**src/rtl/core/ucf_pkg.sv**
```systemverilog
package ucf_pkg;

  localparam int MaxGround = 6;
  localparam int FamW      = 64;
  localparam int IdxW      = 6;
  localparam int CntW      = 7;   // per-cycle check count, up to 63
  localparam int ChkW      = 11;  // per-mask checks, up to 2016
  localparam int TotW      = 32;
  localparam int ItemW     = 16;
  localparam int GsW       = 3;
  localparam int OutDataW  = 64;  // 62 payload bits padded to whole bytes

  localparam logic [GsW-1:0] GroundReset = GsW'(MaxGround);

  // Controller states, one-hot
  typedef enum logic [2:0] {
    ST_IDLE = 3'b001,
    ST_SCAN = 3'b010,
    ST_DONE = 3'b100
  } state_e;

  // Controller to datapath commands
  typedef struct packed {
    logic load;    // capture a new mask
    logic step;    // evaluate one lower subset index
    logic commit;  // write the result register and batch totals
  } ucf_cmd_t;

  // Datapath to controller status
  typedef struct packed {
    logic oor;        // current mask lies outside the ground set
    logic scan_done;  // this step is the last one of the scan
    logic out_free;   // result register can take a new result
  } ucf_sts_t;

  // Subsets allowed by the ground size; sizes above the maximum clamp to it
  function automatic logic [FamW-1:0] legal_subsets(input logic [GsW-1:0] gs);
    logic [FamW-1:0] m;
    case (gs)
      3'd0:    m = 64'h0000_0000_0000_0001;
      3'd1:    m = 64'h0000_0000_0000_0003;
      3'd2:    m = 64'h0000_0000_0000_000F;
      3'd3:    m = 64'h0000_0000_0000_00FF;
      3'd4:    m = 64'h0000_0000_0000_FFFF;
      3'd5:    m = 64'h0000_0000_FFFF_FFFF;
      default: m = 64'hFFFF_FFFF_FFFF_FFFF;
    endcase
    return m;
  endfunction

  // Result bit h is fam[lo | h]; one mux stage per bit of lo
  function automatic logic [FamW-1:0] or_permute(input logic [FamW-1:0] fam,
                                                 input logic [IdxW-1:0] lo);
    logic [FamW-1:0] v;
    logic [FamW-1:0] w;
    v = fam;
    for (int b = 0; b < IdxW; b++) begin
      for (int h = 0; h < FamW; h++) begin
        w[h] = v[h | (1 << b)];
      end
      if (lo[b]) begin
        v = w;
      end
    end
    return v;
  endfunction

  // Population count: eight byte counts, then their sum
  function automatic logic [CntW-1:0] pop64(input logic [FamW-1:0] x);
    logic [3:0]      part [8];
    logic [CntW-1:0] sum;
    for (int k = 0; k < 8; k++) begin
      part[k] = '0;
      for (int j = 0; j < 8; j++) begin
        part[k] = part[k] + 4'(x[8*k+j]);
      end
    end
    sum = '0;
    for (int k = 0; k < 8; k++) begin
      sum = sum + CntW'(part[k]);
    end
    return sum;
  endfunction

endpackage

```
**src/rtl/core/ucf_ctrl.sv**
```systemverilog
module ucf_ctrl import ucf_pkg::*; (
  input  logic     clk_i,
  input  logic     rst_ni,
  input  logic     s_tvalid,
  output logic     s_tready,
  input  ucf_sts_t sts_i,
  output ucf_cmd_t cmd_o
);

  state_e state_q, state_d;

  // Next state and commands
  always_comb begin
    state_d = state_q;
    cmd_o   = '0;
    case (state_q)
      ST_IDLE: begin
        if (s_tvalid) begin
          cmd_o.load = 1'b1;
          state_d    = ST_SCAN;
        end
      end
      ST_SCAN: begin
        cmd_o.step = !sts_i.oor;
        if (sts_i.scan_done) begin
          state_d = ST_DONE;
        end
      end
      ST_DONE: begin
        if (sts_i.out_free) begin
          cmd_o.commit = 1'b1;
          state_d      = ST_IDLE;
        end
      end
      default: state_d = ST_IDLE;
    endcase
  end

  assign s_tready = (state_q == ST_IDLE);

  always_ff @(posedge clk_i or negedge rst_ni) begin
    if (!rst_ni) begin
      state_q <= ST_IDLE;
    end else begin
      state_q <= state_d;
    end
  end

  // A result is written only where the result register can take it
  a_commit_free: assert property (@(posedge clk_i) disable iff (!rst_ni)
    cmd_o.commit |-> sts_i.out_free)
    else $error("commit while result register busy");

  // An accepted mask always starts a scan
  a_load_scan: assert property (@(posedge clk_i) disable iff (!rst_ni)
    cmd_o.load |=> state_q == ST_SCAN)
    else $error("load not followed by scan");

  // An out-of-range mask never steps the scan
  a_oor_nostep: assert property (@(posedge clk_i) disable iff (!rst_ni)
    sts_i.oor && state_q == ST_SCAN |-> !cmd_o.step)
    else $error("scan step on out-of-range mask");

endmodule

```
**src/rtl/core/ucf_dp.sv**
```systemverilog
module ucf_dp import ucf_pkg::*; (
  input  logic                clk_i,
  input  logic                rst_ni,
  input  ucf_cmd_t            cmd_i,
  output ucf_sts_t            sts_o,
  input  logic [FamW-1:0]     fam_i,
  input  logic                first_i,
  input  logic                cfg_we_i,
  input  logic [GsW-1:0]      cfg_data_i,
  output logic                m_tvalid,
  input  logic                m_tready,
  output logic [OutDataW-1:0] m_tdata
);

  logic [GsW-1:0]  gs_q;
  logic [FamW-1:0] fam_q;
  logic            first_q;
  logic            oor_q;
  logic [IdxW-1:0] lo_q;
  logic [ChkW-1:0] mchk_q;
  logic            closed_q;

  logic [TotW-1:0]  chk_tot_q;
  logic [ItemW-1:0] item_tot_q;
  logic             failed_q;

  logic             out_valid_q;
  logic             out_closed_q;
  logic             out_oor_q;
  logic             out_failed_q;
  logic [ChkW-1:0]  out_mchk_q;

  logic [FamW-1:0] joined;
  logic [FamW-1:0] cand;
  logic [FamW-1:0] miss;
  logic [FamW-1:0] upto;
  logic            miss_any;
  logic [CntW-1:0] step_cnt;

  logic [TotW:0]    chk_sum;
  logic [TotW-1:0]  chk_base;
  logic [TotW-1:0]  chk_tot_d;
  logic [ItemW-1:0] item_base;
  logic [ItemW-1:0] item_tot_d;
  logic             failed_d;

  // Ground size register
  always_ff @(posedge clk_i or negedge rst_ni) begin
    if (!rst_ni) begin
      gs_q <= GroundReset;
    end else if (cfg_we_i) begin
      gs_q <= cfg_data_i;
    end
  end

  // Partners of the current lower index, all checked at once
  always_comb begin
    joined = or_permute(fam_q, lo_q);
    for (int h = 0; h < FamW; h++) begin
      cand[h] = fam_q[lo_q] && fam_q[h] && (IdxW'(h) > lo_q)
                && ((lo_q & ~IdxW'(h)) != '0);
    end
    miss     = cand & ~joined;
    miss_any = (miss != '0);
    upto     = miss ^ (miss - FamW'(1));  // up to and including first miss
    step_cnt = pop64(miss_any ? (cand & upto) : cand);
  end

  // Scan registers
  always_ff @(posedge clk_i) begin
    if (cmd_i.load) begin
      fam_q    <= fam_i;
      first_q  <= first_i;
      oor_q    <= (fam_i & ~legal_subsets(gs_q)) != '0;
      lo_q     <= '0;
      mchk_q   <= '0;
      closed_q <= 1'b1;
    end else if (cmd_i.step) begin
      lo_q   <= lo_q + IdxW'(1);
      mchk_q <= mchk_q + ChkW'(step_cnt);
      if (miss_any) begin
        closed_q <= 1'b0;
      end
    end
  end

  assign sts_o.oor       = oor_q;
  assign sts_o.scan_done = oor_q || miss_any || (lo_q == IdxW'(FamW - 1));
  assign sts_o.out_free  = !out_valid_q || m_tready;

  // Batch totals, saturating
  always_comb begin
    chk_base   = first_q ? '0 : chk_tot_q;
    item_base  = first_q ? '0 : item_tot_q;
    chk_sum    = {1'b0, chk_base} + (TotW+1)'(mchk_q);
    chk_tot_d  = chk_sum[TotW] ? '1 : chk_sum[TotW-1:0];
    item_tot_d = (item_base == '1) ? item_base : item_base + ItemW'(1);
    failed_d   = (failed_q && !first_q) || oor_q;
  end

  always_ff @(posedge clk_i or negedge rst_ni) begin
    if (!rst_ni) begin
      chk_tot_q  <= '0;
      item_tot_q <= '0;
      failed_q   <= 1'b0;
    end else if (cmd_i.commit) begin
      chk_tot_q  <= chk_tot_d;
      item_tot_q <= item_tot_d;
      failed_q   <= failed_d;
    end
  end

  // Result register
  always_ff @(posedge clk_i or negedge rst_ni) begin
    if (!rst_ni) begin
      out_valid_q <= 1'b0;
    end else if (cmd_i.commit) begin
      out_valid_q <= 1'b1;
    end else if (m_tready) begin
      out_valid_q <= 1'b0;
    end
  end

  always_ff @(posedge clk_i) begin
    if (cmd_i.commit) begin
      out_closed_q <= closed_q && !oor_q;
      out_oor_q    <= oor_q;
      out_failed_q <= failed_d;
      out_mchk_q   <= oor_q ? '0 : mchk_q;
    end
  end

  assign m_tvalid = out_valid_q;
  assign m_tdata  = {2'b00, item_tot_q, chk_tot_q, out_mchk_q,
                     out_failed_q, out_oor_q, out_closed_q};

  // Per-mask checks stay within the pair count of 64 subsets
  a_mchk_bound: assert property (@(posedge clk_i) disable iff (!rst_ni)
    cmd_i.commit |-> mchk_q <= ChkW'(2016))
    else $error("mask check count out of bounds");

  // An out-of-range result carries no checks and is never closed
  a_oor_result: assert property (@(posedge clk_i) disable iff (!rst_ni)
    out_valid_q && out_oor_q |-> out_mchk_q == '0 && !out_closed_q && out_failed_q)
    else $error("out-of-range result inconsistent");

  // After any committed item the item total is nonzero
  a_items_nz: assert property (@(posedge clk_i) disable iff (!rst_ni)
    cmd_i.commit |=> item_tot_q != '0)
    else $error("item total zero after commit");

endmodule

```
**src/rtl/core/union_closed_family_check_top.sv**
```systemverilog
// Union-closed family check.
// Input stream: s_tdata carries a 64-bit family mask (bit s set = subset s
// is a member), s_tuser carries the first-of-batch flag, which clears the
// batch totals and the failure flag before this item.
// Output stream: one result per input on m_tdata.
// Configuration: cfg_data_i writes the ground size (reset value 6); the
// channel is always ready, and writes belong in idle periods.
// Sequence: after a transfer the scan steps through the lower subset indices
// in order, ending early at the first missing union; an out-of-range mask
// ends the scan at once. The commit then writes the result register when
// it is free, and s_tready returns together with m_tvalid.
// The scan step compares one lower index against all 64 partners at once.
// One item is in work at a time; s_tready is high while the block idles,
// even while a result waits in the output register.
// Stall: a held result stays in m_tdata; a finished scan waits until the
// register drains. Reset clears the totals, the flag and both channels.
module union_closed_family_check_top import ucf_pkg::*; (
  input  logic                clk_i,
  input  logic                rst_ni,
  input  logic                s_tvalid,
  output logic                s_tready,
  input  logic [FamW-1:0]     s_tdata,   // [63:0] family_mask
  input  logic                s_tuser,   // [0] first_of_batch
  output logic                m_tvalid,
  input  logic                m_tready,
  // [0] closed, [1] out_of_range, [2] batch_failed, [13:3] mask_pair_checks,
  // [45:14] total_pair_checks, [61:46] items_in_batch, [63:62] zero
  output logic [OutDataW-1:0] m_tdata,
  input  logic                cfg_valid_i,
  output logic                cfg_ready_o,
  input  logic [GsW-1:0]      cfg_data_i   // [2:0] ground_count
);

  ucf_cmd_t cmd;
  ucf_sts_t sts;

  assign cfg_ready_o = 1'b1;

  ucf_ctrl u_ctrl (
    .clk_i    (clk_i),
    .rst_ni   (rst_ni),
    .s_tvalid (s_tvalid),
    .s_tready (s_tready),
    .sts_i    (sts),
    .cmd_o    (cmd)
  );

  ucf_dp u_dp (
    .clk_i      (clk_i),
    .rst_ni     (rst_ni),
    .cmd_i      (cmd),
    .sts_o      (sts),
    .fam_i      (s_tdata),
    .first_i    (s_tuser),
    .cfg_we_i   (cfg_valid_i && cfg_ready_o),
    .cfg_data_i (cfg_data_i),
    .m_tvalid   (m_tvalid),
    .m_tready   (m_tready),
    .m_tdata    (m_tdata)
  );

endmodule

```
**config.mk**
```make
export PLATFORM = sky130hd
export DESIGN_NAME = union_closed_family_check_top
export DESIGN_NICKNAME = d
export VERILOG_FILES = /design/src/rtl/core/ucf_pkg.sv /design/src/rtl/core/ucf_ctrl.sv /design/src/rtl/core/ucf_dp.sv /design/src/rtl/core/union_closed_family_check_top.sv
export SDC_FILE = /design/constraint.sdc
export NUM_CORES = 1
export LEC_CHECK = 0
export BUFFER_PORTS_ARGS = -buffer_cell sky130_fd_sc_hd__buf_4
export CAP_MARGIN = 20
export CORE_UTILIZATION = 61
export DETAILED_ROUTE_END_ITERATION = 7
export GPL_TIMING_DRIVEN = 0
export PLACE_DENSITY_LB_ADDON = 0.1
export SETUP_SLACK_MARGIN = 0.05
export SLEW_MARGIN = 20
export SYNTH_ARGS = -nofsm -noshare
export SYNTH_HDL_FRONTEND = slang
export SYNTH_SLANG_ARGS = --single-unit
```
**constraint.sdc**
```tcl
create_clock -name clk_i -period 12.7 [get_ports clk_i]
set_input_delay 1.27 -clock clk_i [delete_from_list [all_inputs] [get_ports clk_i]]
set_output_delay 1.27 -clock clk_i [all_outputs]
set_load 0.01 [all_outputs]
```
After elaboration in Yosys (flattened, before gate mapping) --
Cells that the tools add are included.
Cells by class: $add $sub $neg 68, equal/unequal tests 13, order comparisons 64, reduce and logical (&&, ||, !) cells 261, muxes and demuxes 26, bitwise gates (word level) 6
Operators by type and width (count):
- 64-bit one-hot mux with 6 select lines | 1
- 6-bit nonzero test | 57
- 4-bit by 1-bit adder with 4-bit output | 48
- 1-bit logical AND | 191
- 6-bit > comparator (first input constant) | 31
- 63-bit by 64-bit bitwise AND with 64-bit output | 2
- 64-bit 2-to-1 mux | 2
- 64-bit NOT | 2
- 64-bit nonzero test | 2
- 5-bit by 6-bit > comparator with 1-bit output (first input constant) | 16
- 32-bit 2-to-1 mux | 3
- 64-bit bitwise AND | 1
- 64-bit by 1-bit subtractor with 64-bit output (second input constant) | 1
- 64-bit bitwise XOR | 1
- 63-bit 2-to-1 mux | 1
- 62-bit 2-to-1 mux | 1
- 60-bit 2-to-1 mux | 1
- 56-bit 2-to-1 mux | 1
- 4-bit by 6-bit > comparator with 1-bit output (first input constant) | 8
- 48-bit 2-to-1 mux | 1
- 7-bit by 4-bit adder with 7-bit output | 6
- 32-bit by 11-bit adder with 33-bit output | 1
- 16-bit 2-to-1 mux | 2
- 3-bit by 6-bit > comparator with 1-bit output (first input constant) | 4
- other kinds (24) | 54
Storage, ports and cells: logic and storage cells 454, output and inout port bits 67, input port bits 73, flip-flop bits (word level) 154

Longest topological paths before layout --
Gate-level depths: netlist of the first run.
depth in word-level cells 27, mapped depth 41, mapped depth without buffers 37

Hierarchy --
Synthesis of the first run repeated with hierarchy kept, for this count alone.
Unflattened totals: cells, all modules 1397, area total of the unflattened synthesis 12974.9 sq um
By module, submodules not included:
- ucf_dp | cells each 1378, area each 12777.3 sq um, times used 1, sequential area each 4091.4 sq um
- ucf_ctrl | cells each 17, area each 186.4 sq um, times used 1, sequential area each 76.3 sq um
- union_closed_family_check_top | cells each 2, area each 11.3 sq um, times used 1, sequential area each 0.0 sq um

Worst setup path after synthesis of the first run --
OpenSTA, ideal clock, no wires.
path kind register to register, start register u_dp.lo_q[0], end register u_dp.mchk_q[10], period minus slack after synthesis 9.744 ns, library setup time 0.227 ns, data required time 12.473 ns, setup slack 2.956 ns, stages on the path, launching flop included 39, data arrival time 9.517 ns, path buffers 4, path through dfxtp_1 buf_4 buf_6 inv_1 buf_4 ha_1 clkbuf_2 or3b_2 a2111oi_0 a21oi_2 nand4_2 or3_1 or3_1 nor2_1 and2_1 ha_1 fa_1 inv_1 (+3 left out) fa_1 xnor2_1 fa_1 fa_1 fa_1 fa_1 inv_1 fa_1 ha_1 a21o_1 a21oi_1 o21bai_1 a21oi_1 nor2b_1 o21ai_0 nor4_1 xnor2_1 nor2_1
Between the ends: longest elaborated chain between the ends 27, elaborated cells on any way between the ends 362, classes of those cells 65 x add/sub; 63 x order compare; 9 x mux; 4 x bitwise; 221 x reduce/logical
RTL lines:
- start: declaration | line ucf_dp.sv:19 | logic [IdxW-1:0] lo_q;
- start signal: assignment | line ucf_dp.sv:79 | lo_q <= lo_q + IdxW'(1);
- branches (longest 11 deep; another with 64-bit by 1-bit subtractor with 64-bit output)
- 64-bit 2-to-1 mux (*) | line ucf_dp.sv:66 | step_cnt = pop64(miss_any ? (cand & upto) : cand);
- 1-bit by 1-bit adder with 2-bit output | line ucf_pkg.sv:75 | part[k] = part[k] + 4'(x[8*k+j]);
- 4-bit by 1-bit adder with 4-bit output (6 in a row) | line ucf_pkg.sv:75
- 4-bit by 4-bit adder with 5-bit output | line ucf_pkg.sv:80 | sum = sum + CntW'(part[k]);
- 7-bit by 4-bit adder with 7-bit output (5 in a row) | line ucf_pkg.sv:80
- 7-bit by 4-bit adder with 7-bit output (*) | line ucf_pkg.sv:80
- 11-bit by 7-bit adder with 11-bit output (*) | line ucf_dp.sv:80 | mchk_q <= mchk_q + ChkW'(step_cnt);
- end signal: assignment | line ucf_dp.sv:80
- end: declaration | line ucf_dp.sv:20 | logic [ChkW-1:0] mchk_q;
Mark *: on every way between the ends. The select of a mux whose other input is x is not followed. A chain may end at the register's enable or synchronous reset.

Worst setup path after layout of the first run --
Ends and elaborated chain as after synthesis.

==> results of run 1 <==
==> metrics by stage <==
| step | std cells | hold slack [ns] | area, um2 | power (mW) | setup WS [ns] |
|---|---|---|---|---|---|
| finish | 1852 | 0.463 | 15400 | 2.57 | 1.29 |
| global route | 1852 | 0.494 | 15400 | 2.69 | 0.710 |
| CTS | 1852 | 0.467 | 15400 | 2.52 | 1.44 |
| detailed placement | 1820 | 0.448 | 14800 | 2.00 | 1.61 |
| global placement | 1819 | 0.439 | 14800 | 1.98 | 1.49 |
| floorplan | 1408 | 0.419 | 13400 | 1.57 | 2.96 |
==> synthesized netlist by cell type (37+ instances only) <==
master,count,area (um2)
a21oi_1,77,385
dfrtp_1,53,1330
edfxtp_1,80,2400
fa_1,52,1040
ha_1,63,788
inv_1,85,319
mux2i_1,63,631
nand2_1,103,387
nand3_1,42,210
nor2_1,106,398
nor3_1,48,240
nor4_1,37,231
o21ai_0,38,190
==> worst paths after layout <==
kind	start	endpoint	slack, ns	cells after the start
worst max-delay path	u_dp.lo_q[0]	u_dp.mchk_q[10]	1.29	38
worst min-delay path	u_dp.closed_q	u_dp.closed_q	0.46	1
worst max register to register	u_dp.lo_q[0]	u_dp.mchk_q[10]	1.29	38
worst min register to register	u_dp.closed_q	u_dp.closed_q	0.46	1
max in group asynchronous	rst_ni	u_dp.gs_q[0]	11.28	1
min in group asynchronous	rst_ni	u_dp.chk_tot_q[3]	0.87	1
==> placed cells by master, fill, tap and decap left out, drive strengths merged, types with 7 or more instances in the layout <==
master / instances
mux4: 24
nand3: 42
a21o: 21
and3: 11
mux2: 7
o211ai: 15
buf: 181
nor4: 37
dfxtp: 18
nor3: 51
nand3b: 11
nor2b: 37
a41oi: 7
inv: 93
conb: 11
nor2: 107
fa: 52
clkbuf: 53
or3: 19
xnor2: 23
mux2i: 63
nand2: 103
ha: 63
a21oi: 78
or2: 11
nand4: 28
o22ai: 21
o21a: 13
a211oi: 15
dfrtp: 53
o21ai: 45
a31oi: 8
edfxtp: 80
nand2b: 22
nor3b: 17
xor2: 19
o2111ai: 10
==> layout make-up <==
type	count	area share [%]
Multi-Input combinational cell	1089	54.8
Sequential cell	154	27.0
Timing Repair Buffer	137	6.76
Buffer	79	3.26
Clock buffer	18	2.79
Tap cell	275	2.23
Inverter	86	2.10
Clock inverter	14	0.991
==> power breakdown <==
part / total [mW] / switching (mW) / internal (mW)
logic: 1.26 / 0.762 / 0.497
registers: 0.791 / 0.139 / 0.652
clock network: 0.517 / 0.239 / 0.278
total: 2.57 / 1.14 / 1.43
==> kinds of logic (layout without fill, tap and decap cells) <==
logic type / count (synthesis) / in the layout / share of synthesized area [%]
buffers and inverters: 165 / 334 / 6.12
flip-flops: 154 / 154 / 31.1
multiplexers: 94 / 94 / 9.52
XOR/XNOR: 42 / 42 / 2.74
AND/OR/NAND/NOR: 525 / 525 / 20.8
adder cells (fa/ha/maj): 115 / 115 / 13.6
other: 2 / 11 / 0.0560
AO/OA/AOI/OAI: 302 / 302 / 16.0
==> registers in the layout, summed over array words and instances (netlist names), 3 cells and up <==
signal           flops
u_dp.lo_q            6
u_dp.item_tot_q     16
u_dp.out_mchk_q     11
u_dp.chk_tot_q      32
u_dp.fam_q          64
u_ctrl.state_q       3
u_dp.gs_q            3
u_dp.mchk_q         11
==> routing by layer <==
| layer | vias to the layer above | wire length, um |
|---|---|---|
| met3 | 172 | 6090 |
| met5 | - | 0 |
| met1 | 6151 | 19000 |
| met2 | 1055 | 20200 |
| met4 | 0 | 1850 |
| li1 | 5517 | - |
==> results.yml, run 1 <==
run_status:
  outcome: "finished, final reports clean"
floorplanning:
  die_w_um: 150
  core_mm2: 0.0213
  die_area_mm2: 0.0226
  ios: 140
  rows: 53
  initial_core_util_pct: 63.0
  die_h_um: 150
global_route:
  use_met1_pct: 59.0
  grt_pass1_vias: 12400
  grt_pass1_wl_mm: 71.6
  grt-busiest-layer: "met2"
  grt_max_degree: 57
  grt_usage_pct: 42.8
  antenna_found_initial: 0
  grt_overflow: 0
  grtUsageMet3_pct: 12.2
  met2_usage_pct: 64.4
setup_path:
  crit_type: "register to register"
  worst-path-buf-inv: 8
  worstPathArrival_ns: 11.72
  slowest_stage: "a2111oi_0"
  cp-start-kind: "register"
  cp_max_fo: 11
  cp_common_cell: "fa_1"
  end_kind: "register"
  crit_family: "adder cells"
  slowest_delay_ns: 0.92
  cp.required_ns: 13.01
route:
  via_count: 12900
  routed_wl_mm: 47.2
  drt.antenna.violating_nets: 0
  via_per_inst: 6.96
  drc: 0
  drtIter0Drc: 1927
  first_pass_iters: 6
  routedWlPerCell_um: 25.5
min_path:
  min-delay-path-class: "register to register"
cts:
  hold_buffers: 0
  cts_root_buf: "clkbuf_16"
  clockBufferDepth: 2
  cts_setup_buffers: 0
  cts_resized: 0
  cts_tree: "yes"
  cts.sinks: 154
  clock_latency_ns: 0.45
  cts_buffers: 17
  htree_num_levels: 4
  path_clk_slew_ns: 0.08
timing:
  hold_violations: 0
  setup_violations: 0
  fmax_mhz: 87.7
  finalClockSkew_ns: 0.0245
  rsz0062_at_grt: "false"
  period_needed_ns: 11.41
  worst_slew_pin_slew_ns: 1.15
  finalSetupTns_ns: 0
  maxSlewHeadroom_pct: 22.7
  slew_violations: 0
  fin_crit_sh_pct: 89.8
synthesis:
  ys_types: 103
  syn_inst: 1399
  yosys_warnings: 0
  ys.flop_type: "edfxtp_1"
  ys_ff_latch: 154
  syn_area_mm2: 0.0134
  synth_edf_count: 80
  async_reset_ff_share_pct: 36.4
  synth_area_per_cell_um2: 9.58
  synth_seq_area_share_pct: 31.1
pwr:
  leakagePower_nw: 6.26
  p_per_area_mw_per_mm2: 167
  irDropWorstVdd_mv: 0.151
placement:
  dp_hpwl_mm: 36.4
  portBuffers: 136
  gp_congestion: 1.08
layout:
  fillers: 1560
  area.growth.synth_to_final_pct: 15.0
  antennaDiodeCount: 0
  ff_latch_area_mm2: 0.00417
  nNetsFinal: 1752
  multi_input_area_mm2: 0.00845
  final_util_pct: 72.4
  drive_gt1_share_pct: 17.8
job:
  maxCapViolations: 0
Note: power is estimated with default switching activity, not from simulation.
==> inputs of run 2 (changes only) <==
--- a/config.mk
+++ b/config.mk
@@ -5,6 +5,7 @@
 export SDC_FILE = /design/constraint.sdc
 export NUM_CORES = 1
 export LEC_CHECK = 0
+export ABC_AREA = 1
 export BUFFER_PORTS_ARGS = -buffer_cell sky130_fd_sc_hd__buf_4
 export CAP_MARGIN = 20
 export CORE_UTILIZATION = 61
==> run 2 against run 1 <==
First-iteration DRC count up 14%. Clock power is essentially flat. Critical path type unchanged. Critical path depth up 3. Worst hold slack improved by 0.0025 ns. Sequential share of layout area down 1.2 points. Cell count up 32%. Cell area up 4.6%. Sequential power is 2% lower. Combinational power rose by 49%. Routed wire length increased by 12%.
==> results.yml, run 2 <==
run_status:
  outcome: "finished, final reports clean"
floorplanning:
  core_mm2: 0.0226
  ios: 140
  die_w_um: 154
  die_area_mm2: 0.0237
  die_h_um: 154
  rows: 55
  initial_core_util_pct: 62.3
setup_path:
  slowest_stage: "fa_1"
  cp.required_ns: 13.07
  crit_type: "register to register"
  reg2reg_depth: 41
  timing.rr.start: "u_dp.lo_q[1]"
  cp_max_fo: 10
  crit_path_end: "u_dp.mchk_q[10]"
  end_kind: "register"
  worstPathArrival_ns: 11.69
  r2r-end: "u_dp.mchk_q[10]"
  cp-start-kind: "register"
  startpoint: "u_dp.lo_q[1]"
  reg2reg_setup_slack_ns: 1.38
  cp_common_cell: "fa_1"
  slowest_delay_ns: 0.55
synthesis:
  synth.area.top_cells: "edfxtp_1 17%, nand2_1 11%, dfrtp_1 9.4%"
  synthMuxAreaShare_pct: 0.0710
  synth_edf_count: 80
  yosysTopAreaCell: "edfxtp_1"
  synth_compound_area_share_pct: 11.5
  synthSimpleGateAreaFrac_pct: 31.7
  synth_seq_area_share_pct: 29.6
  synth_xor_area_share_pct: 3.04
  synth_top_area_share_pct: 17.0
  synth_fa_ha_area_share_pct: 13.0
  yosys_warnings: 0
  synth_top_family_by_area: "simple AND/OR/NAND/NOR gates"
  syn_area_mm2: 0.0141
  async_reset_ff_share_pct: 36.4
  ys_types: 63
  ys_ff_latch: 154
  synth_area_per_cell_um2: 7.08
  syn_inst: 1990
  ys.flop_type: "edfxtp_1"
  yosysMostFrequentCell: "nand2_1"
  netlist_top_cells_count: "430 x nand2_1, 298 x inv_1, 250 x nor2_1"
cts:
  cts.sinks: 154
  cts_setup_buffers: 0
  htree_num_levels: 4
  clock_latency_ns: 0.45
  cts_tree: "yes"
  clockBufferDepth: 2
  hold_buffers: 0
  path_clk_slew_ns: 0.07
  cts_buffers: 17
  cts_resized: 0
  cts_root_buf: "clkbuf_16"
pwr:
  p_per_area_mw_per_mm2: 197
  leakagePower_nw: 7.93
  total_power_mw: 3.18
  irDropWorstVdd_mv: 0.122
route:
  first_pass_iters: 7
  via_per_inst: 6.25
  drtIter0Drc: 2197
  drt.antenna.violating_nets: 0
  routedWlPerCell_um: 21.6
  via_count: 15300
  drc: 0
  routed_wl_mm: 53.0
global_route:
  grt_overflow: 0
  antenna_found_initial: 0
  grt_usage_pct: 45.2
  grt_pass1_wl_mm: 80.8
  grt_pass1_vias: 14500
  grt_max_degree: 67
layout:
  final_cells: 2453
  layout_commonest_cell: "nand2_1"
  nNetsFinal: 2343
  layout_common_cells: "430 x nand2_1, 297 x inv_1, 250 x nor2_1, 151 x buf_4, 146 x o21ai_0"
  area.growth.synth_to_final_pct: 14.4
  drive_gt1_share_pct: 12.5
  top_register: "u_dp.fam_q"
  antennaDiodeCount: 0
  biggestRegsByFlops: "u_dp.fam_q x64, u_dp.chk_tot_q x32, u_dp.item_tot_q x16"
  largest_reg_flops: 64
timing:
  fin_crit_sh_pct: 89.2
  finalClockSkew_ns: 0.0310
  worst_slew_pin_slew_ns: 1.01
  period_needed_ns: 11.32
  setup_violations: 0
  rsz0062_at_grt: "false"
  fmax_mhz: 88.3
  maxSlewHeadroom_pct: 31.7
  finalSetupTns_ns: 0
  slew_violations: 0
  hold_ws_ns: 0.466
  hold_violations: 0
placement:
  placedCellCount: 2421
  portBuffers: 136
  gp_congestion: 1.17
  dp_hpwl_mm: 42.5
job:
  maxCapViolations: 0
min_path:
  min-delay-path-class: "register to register"
-- run 2: cell count changes in the layout (fill, tap and decap cells not counted), moves of 16 or more --
cell	delta
a21oi_1	-19
inv_1	+212
mux2i_1	-62
mux4_2	-17
nand2_1	+327
nand2b_1	-22
nand3_1	+93
nor2_1	+144
nor2b_1	-36
nor3b_1	-16
o21ai_0	+108
or3_1	-19
xor2_1	+16
-- run 2: how the worst min path moves through the flow --
| stage | from | endpoint | slack (ns) | cells past startpoint |
|---|---|---|---|---|
| after floorplan | u_dp.closed_q | u_dp.closed_q | 0.42 | 2 |
| after global placement | u_dp.closed_q | u_dp.closed_q | 0.43 | 2 |
| after detailed placement | u_dp.closed_q | u_dp.closed_q | 0.45 | 2 |
| after CTS | u_dp.closed_q | u_dp.closed_q | 0.46 | 2 |
| after global routing | u_dp.closed_q | u_dp.closed_q | 0.48 | 2 |
| final | u_dp.closed_q | u_dp.closed_q | 0.47 | 2 |
-- run 2: worst max-delay path: cells and delay by family (launching register included) --
kind / cells / cell delay, ns
compound gates: 6 / 1.07
xor+xnor: 2 / 0.54
fa+ha+maj: 13 / 5.97
buf+inv: 9 / 1.77
flops: 1 / 0.44
simple gates: 11 / 1.46
-- run 2: area by class of cell --
type                       count  area, um2
sequential                   154       4170
clock buffer                  21        482
tap                          285        357
clock inverter                11        100
multi-input combinational   1460       8390
inverter                     314       1180
fill                        1834       6520
timing repair buffer         137       1050
buffer                        71        389
-- run 2: per-layer routing --
layer / vias up / track usage (%) / wire, um
li1: 6845 / - / -
met4: 0 / 20.5 / 2930
met5: - / 0 / 0
met3: 214 / 12.1 / 6770
met2: 1194 / 68.4 / 22400
met1: 7079 / 60.5 / 20900
-- run 2: kinds of logic after synthesis --
logic type / Yosys count
AOI/OAI and AO/OA: 283
xor gates and xnor gates: 49
adders and majority gates: 115
buffers and inverters: 385
DFF: 154
muxes: 1
other: 2
and+or+nand+nor: 1001
-- run 2: per-stage QoR --
stage	setup slack (ns)	util, %	instance area [um2]
finish	1.38	71.2	16100
global route	0.937	71.2	16100
CTS	1.68	71.2	16100
detailed placement	1.76	68.6	15500
global placement	1.98	68.5	15500
floorplan	3.47	-	14100
-- run 2: report_power, final --
part | internal [mW] | switching [mW]
Sequential | 0.672 | 0.106
Combinational | 0.606 | 1.27
Clock | 0.280 | 0.238
Total | 1.56 | 1.62
